--- src/hw/rtl/lpwq_pkg.sv ---
package lpwq_pkg;

    // Queue geometry
    localparam int QUEUE_DEPTH = 512;
    localparam int ADDR_W      = (QUEUE_DEPTH > 1) ? $clog2(QUEUE_DEPTH) : 1;
    localparam int CNT_W       = $clog2(QUEUE_DEPTH + 1);

    // Fixed field widths
    localparam int BYTE_W     = 8;
    localparam int WAIT_W     = 4;
    localparam int FILL_W     = 10;
    localparam int IN_DATA_W  = 8;
    localparam int IN_USER_W  = 2;
    localparam int OUT_DATA_W = 32;

    localparam logic [WAIT_W-1:0] CMD_WAIT_RESET = 4'd4;

    // Input operation selector
    typedef enum logic [1:0] {
        OP_TICK      = 2'd0,
        OP_PUSH_CHAR = 2'd1,
        OP_PUSH_CMD  = 2'd2
    } op_t;

    // One queue entry: command flag over the byte
    typedef struct packed {
        logic              is_cmd;
        logic [BYTE_W-1:0] data;
    } entry_t;

    // Queue status seen by the control logic
    typedef struct packed {
        logic             empty;
        logic             full;
        logic [CNT_W-1:0] count;
    } queue_stat_t;

endpackage

--- src/hw/rtl/lpwq_queue.sv ---
module lpwq_queue (
    input  logic                  aclk,
    input  logic                  aresetn,
    input  logic                  push_en,
    input  lpwq_pkg::entry_t      push_entry,
    input  logic                  pop_en,
    output lpwq_pkg::entry_t      head_entry,
    output lpwq_pkg::queue_stat_t stat
);
    import lpwq_pkg::*;

    entry_t            mem [QUEUE_DEPTH];
    entry_t            mem_q_reg;
    entry_t            byp_data_reg;
    logic              byp_hit_reg;
    logic [ADDR_W-1:0] rd_ptr_reg, rd_ptr_next;
    logic [ADDR_W-1:0] wr_ptr_reg, wr_ptr_next;
    logic [CNT_W-1:0]  count_reg, count_next;

    function automatic logic [ADDR_W-1:0] ptr_inc(input logic [ADDR_W-1:0] p);
        logic [ADDR_W-1:0] r;
        if (p == ADDR_W'(QUEUE_DEPTH - 1)) begin
            r = '0;
        end else begin
            r = p + 1'b1;
        end
        return r;
    endfunction

    // Pointer and count updates
    always_comb begin
        rd_ptr_next = pop_en  ? ptr_inc(rd_ptr_reg) : rd_ptr_reg;
        wr_ptr_next = push_en ? ptr_inc(wr_ptr_reg) : wr_ptr_reg;
        count_next  = count_reg;
        if (push_en) begin
            count_next = count_reg + 1'b1;
        end else if (pop_en) begin
            count_next = count_reg - 1'b1;
        end
    end

    always_ff @(posedge aclk) begin
        if (!aresetn) begin
            rd_ptr_reg  <= '0;
            wr_ptr_reg  <= '0;
            count_reg   <= '0;
            byp_hit_reg <= 1'b0;
        end else begin
            rd_ptr_reg  <= rd_ptr_next;
            wr_ptr_reg  <= wr_ptr_next;
            count_reg   <= count_next;
            // write landing on the next head: memory reads old data this edge
            byp_hit_reg <= push_en && (wr_ptr_reg == rd_ptr_next);
        end
    end

    // Storage: one write port, one registered read of the next head every cycle
    always_ff @(posedge aclk) begin
        if (push_en) begin
            mem[wr_ptr_reg] <= push_entry;
        end
        mem_q_reg    <= mem[rd_ptr_next];
        byp_data_reg <= push_entry;
    end

    assign head_entry  = byp_hit_reg ? byp_data_reg : mem_q_reg;
    assign stat.count  = count_reg;
    assign stat.empty  = (count_reg == '0);
    assign stat.full   = (count_reg == CNT_W'(QUEUE_DEPTH));

endmodule

--- config.mk ---
export PLATFORM = sky130hd
export DESIGN_NAME = lpwq_queue
export DESIGN_NICKNAME = d
export VERILOG_FILES = /design/src/hw/rtl/lpwq_pkg.sv /design/src/hw/rtl/lpwq_queue.sv
export SDC_FILE = /design/constraint.sdc
export NUM_CORES = 2
export LEC_CHECK = 0
export BUFFER_PORTS_ARGS = -buffer_cell sky130_fd_sc_hd__clkbuf_2
export CAP_MARGIN = 20
export CORE_MARGIN = 4
export CORE_UTILIZATION = 35
export DETAILED_ROUTE_END_ITERATION = 10
export HOLD_SLACK_MARGIN = 0.08
export SLEW_MARGIN = 30
export SYNTH_ARGS = -nofsm -noshare
export SYNTH_HDL_FRONTEND = slang
export SYNTH_MEMORY_MAX_BITS = 65536
export SYNTH_SLANG_ARGS = --single-unit
--- constraint.sdc ---
create_clock -name aclk -period 4.44 [get_ports aclk]
set_input_delay 0.444 -clock aclk [delete_from_list [all_inputs] [get_ports aclk]]
set_output_delay 0.444 -clock aclk [all_outputs]
set_load 0.01 [all_outputs]
# Word-level counts from Yosys, hierarchy flattened
# Memories as Yosys holds them, arrays and structs flattened. A register that Yosys moved wholly into a read port is not among the register bits.
# Cells that the tools add are included.
[op_classes]
n_reduce_logical = 3
order_cmp = 0
n_eq_ne = 4
n_bitwise = 0
div = 0
muxes = 8
n_shift = 0
mul = 0
add_sub_neg = 4
[op_table]
columns = ["cell", "count"]
rows = [
  ["$mux W9", 4],
  ["$mux W10", 2],
  ["$add A9 B1 Y9 const B", 2],
  ["$eq A9 B9 Y1 const B", 2],
  ["$add A10 B1 Y10 const B", 1],
  ["$eq A10 B10 Y1 const B", 1],
  ["$logic_not A10 Y1", 1],
  ["$sub A10 B1 Y10 const B", 1],
  ["$eq A9 B9 Y1", 1],
  ["$mux W1", 2],
  ["$reduce_bool A2 Y1", 1],
  ["$logic_and A1 B1 Y1", 1],
]
[totals]
ramBits = 4608
input_bits = 13
elab_cells = 26
out_inout_bits = 21
regBits = 38
rom_bits = 0
latchBits = 0
memories = 1
[mem_list]
columns = ["memory", "words", "width", "read_ports", "rd_ports_with_merged_regs", "write_ports", "line", "source"]
rows = [
  ["mem", 512, 9, 1, 1, 1, "lpwq_queue.sv:12", "entry_t mem [QUEUE_DEPTH];"],
]

# Depth between registers and ports, before layout
[logic_depth]
depth_word = 5
ltp_mapped = 22
depth_no_buf = 13

# Least setup slack after synthesis
# Ideal clock, no wire load.
[synth_timing]
kind = "register -> register"
start = "reg rd_ptr_reg[0]"
end = "reg mem_q_reg[0] (netlist name)"
path_stages_with_launch = 19
path_buffers = 6
synth_period_minus_slack_ns = 3.859
slack_ns = 0.581
setup_ns = 0.137
arrival_time_ns = 3.722
t_required_ns = 4.303
cell_sequence = "dfxtp_1 ha_1 nand2_1 nor3_1 ha_1 buf_6 or3b_4 and2_4 buf_6 buf_6 buf_6 clkbuf_1 buf_2 mux4_2 a22o_1 nor3_1 nor4_1 o221ai_1 o2111ai_1"
[synth_between]
elab_chain_len = 3
word_cells_on_any_way = 4
cone_classes = "add/sub (1); eq/ne (1); mux (2)"
[synth_lines]
columns = ["element", "line", "source"]
rows = [
  ["start: declaration", "lpwq_queue.sv:16", "logic [ADDR_W-1:0] rd_ptr_reg, rd_ptr_next;"],
  ["start signal: assignment", "lpwq_queue.sv:49", "rd_ptr_reg <= rd_ptr_next;"],
  ["$add A9 B1 Y9 / $eq A9 B9 Y1 (equally long branches)", "lpwq_queue.sv:25, lpwq_queue.sv:22", ""],
  ["$mux W9", "lpwq_queue.sv:22", "if (p == ADDR_W'(QUEUE_DEPTH - 1)) begin"],
  ["$mux W9 *", "lpwq_queue.sv:32", "rd_ptr_next = pop_en ? ptr_inc(rd_ptr_reg) : rd_ptr_reg;"],
]
# Mark *: on every way between the ends. The rest lies on a longest branch, timed or not.
# A chain may end at the register's enable or synchronous reset.

# Worst setup path in the final report
[layout_timing]
start = "reg rd_ptr_reg[0]"
end = "reg mem_q_reg[4] (netlist name)"
[layout_between]
elab_chain_len = 3
word_cells_on_any_way = 4
cone_classes = "add/sub (1); eq/ne (1); mux (2)"
[layout_lines]
columns = ["element", "line"]
rows = [
  ["$add A9 B1 Y9 / $eq A9 B9 Y1 (equally long branches)", "lpwq_queue.sv:25, lpwq_queue.sv:22"],
  ["$mux W9", "lpwq_queue.sv:22"],
  ["$mux W9 *", "lpwq_queue.sv:32"],
]
# Marks and branches as above.

==> flow_metrics.tcl <==
set metrics [dict create \
    combPwrFrac_pct 8.6 \
    clockBufferDepth 4 \
    synth_area_um2 185800 \
    antenna_found_initial 17 \
    min_period_ns 4.358 \
    grt_pass1_wl_um 764000 \
    worst_path_max_delay_cell "mux4_2" \
    ff_latch_area_um2 139300 \
    max-slew-margin-rel_pct 29.17 \
    critPathArrivalTime_ns 5.26 \
    dieArea_um2 542600 \
    vias_per_cell 5.426 \
    switching_power_uw 22100 \
    overflow 0 \
    cts_sinks 4655 \
    finalPower_uw 94440 \
    status "complete, no violations" \
    synth_cell_type_count 72 \
    grt_max_degree 155 \
    gp_congestion 0.8853 \
    pwr-share-clk_pct 40.2 \
    yosysSeqAreaShare_pct 74.98 \
    worstSetupEndpointType "flip-flop" \
    num_rows 267 \
    hpwl_um 319300 \
    critical_path_class "flip-flop to flip-flop" \
    syn_inst 13190 \
    io_pins 34 \
    hold_depth 6 \
    cts_buffers 453 \
    dpl.cell_count 20090 \
    crit_required_ns 5.34 \
    reg2reg_depth 16 \
    worstSetupPathDepth 16 \
    cp_slowest_stage_delay_ns 0.53 \
    insertion_delay_ns 1.04 \
    numPortBuffers 33 \
    synth-async-reset-ratio_pct 0 \
    nFillCells 47960 \
    ys_top_cells_by_area "edfxtp_1, nand2_1, nand3_1, mux2i_1, mux4_2" \
    irDropWorstVdd_mv 0.3477 \
    worst_pin_slew_ns 1.060 \
    yosysWarningCount 0 \
    grt_pass1_vias 108900 \
    yosys.area.top_type "edfxtp_1" \
    critPathLaunchType "flip-flop" \
    finalHoldViolations 0 \
    tritoncts "built" \
    synth_edf_count 4608 \
    coreArea_um2 528800 \
    p_int_uw 72340 \
    post-route-period-util_pct 98.16 \
    fmax_mhz 229.5 \
    multi_input_area_um2 43060 \
    cp_cell_sequence "ha_2, nand2_1, nor3_1, ha_1, or3b_4, and2_4, buf_12, buf_12, mux4_2, a2111oi_1, o211ai_1, a311o_1, nand4_1, or4_1, buf_12, o2111ai_1" \
    largest_reg_flops 4608 \
    setup_viol 0 \
    skew_ns 0.09607 \
    routed_wl_um 529000 \
    drive_above_1_share_pct 12.59 \
    drtIter0Drc 14040 \
    routedWlPerCell_um 25.23 \
    dieWidth_um 736.6 \
    p_sw_share_pct 23.40 \
    drc 0 \
    hp-class "primary input to flip-flop" \
    fin_nets 13610 \
    worst-path-buf-inv 3 \
    fp.dieH_um 736.6 \
    drt_pass1_iterations 8 \
    crit_top_cell "buf_12" \
    initial_core_util_pct 35.13 \
    drtAntennaViolNets 0 \
    holdWs_ns 0.1825 \
    most-common-layout-cells "edfxtp_1, nand2_1, nand3_1" \
    synth_ff_type "edfxtp_1" \
    cts.htree.levels 5 \
    final_cells 20970 \
    power_leakage_uw 0.07220 \
    synth.net_count 13220 \
    drv_slew 0 \
    final_common_cell "edfxtp_1" \
    seqPwrFrac_pct 51.3 \
    ys_seq_elements 4655 \
    cts.clk_slew.worst_paths_ns 0.07 \
    yosysTopAreaCellShare_pct 74.47 \
    cts_root_buffer "clkbuf_16" \
    grt_util_all_layers_pct 18.78 \
    crit_family "compound AO/OA/AOI/OAI gates" \
    avgSynthCellArea_um2 14.09 \
    power.density_nw_per_um2 440.0 \
    synthToLayoutAreaGrowth_pct 15.51 \
    path_max_fanout 17 \
    maxCapViolCount 0 \
    num_vias 113800 \
]
## metal layers
metal  GRT usage, %  up-vias  share of wire [%]
li1               -    50360                  -
met1          26.04    57730                 41
met2          30.31     4797                 47
met3          2.580      892                7.7
met4          6.595        2                3.8
met5              0        -             0.0025
## what timing repair did
action                                  CTS  global route
pin swaps                                 1            18
endpoints found under the setup margin    9             9
hold endpoints to repair                594             0
buffers inserted                          0            14
gates resized for setup                  29            53
cloned                                    0             5
hold buffers                             11             0
## power groups by stage
stage | Combinational (uW) | Sequential [uW] | Clock [uW]
after floorplan | 4410 | 49300 | 0
after global placement | 7930 | 49300 | 0
after detailed placement | 8000 | 49300 | 0
after CTS | 8030 | 48400 | 38400
after global routing | 8680 | 48400 | 40200
final | 8080 | 48400 | 37900
## Yosys cell counts, types with 110 or more instances
| library cell | n |
|---|---|
| edfxtp_1 | 4608 |
| a21oi_1 | 110 |
| o22ai_1 | 141 |
| buf_1 | 143 |
| nor2_1 | 547 |
| nand3_1 | 1601 |
| a31oi_1 | 115 |
| mux2i_1 | 691 |
| a311oi_1 | 258 |
| and3_1 | 221 |
| nand2_1 | 3109 |
| buf_2 | 371 |
| clkbuf_1 | 360 |
## worst reg2reg max path, delay by kind of cell (launching register included)
family	cells	cell delay [ns]
AOI/OAI and AO/OA	4	1.22
adders and majority gates	2	0.41
buffers and inverters	3	0.58
DFF	1	0.34
muxes	1	0.56
and+or+nand+nor	6	1.16
## cell type report
class                   count  area share, %
clock inverters           287          1.202
flip-flops and latches   4655          64.91
inverters                   9        0.01574
multi-input cells        7608          20.06
repair buffers            853          4.195
diodes                      5       0.005830
clock buffers             557          5.532
well taps                6994          4.077
## cells by family after synthesis
family / after synthesis / share of synthesized area, %
XOR/XNOR: 24 / 0.1131
adder cells (fa/ha/maj): 16 / 0.1118
buffers and inverters: 929 / 2.266
AND/OR/NAND/NOR: 5651 / 13.05
multiplexers: 805 / 5.038
flip-flops: 4655 / 74.98
AO/OA/AOI/OAI: 1111 / 4.438
## final timing paths
check / from / to / slack (ns)
worst min register to register: count_reg[8] / count_reg[8] / 0.52
worst max-delay path: rd_ptr_reg[0] / mem_q_reg[4] / 0.08
worst max register to register: rd_ptr_reg[0] / mem_q_reg[4] / 0.08
worst min-delay path: aresetn / byp_hit_reg / 0.18
## stage by stage
stage               area [um^2]  utilization (%)  setup TNS [ns]  setup WS, ns
finish                   214600            40.58               0       0.08181
CTS                      214000            40.48               0      0.002719
floorplan                185800                -               0        0.5812
global placement         199300            37.69          -4.164       -0.6947
detailed placement       199400            37.70          -3.309       -0.4914
global route             214600            40.58         -0.2510      -0.03977
No activity file was read; power rests on OpenSTA's default activity.
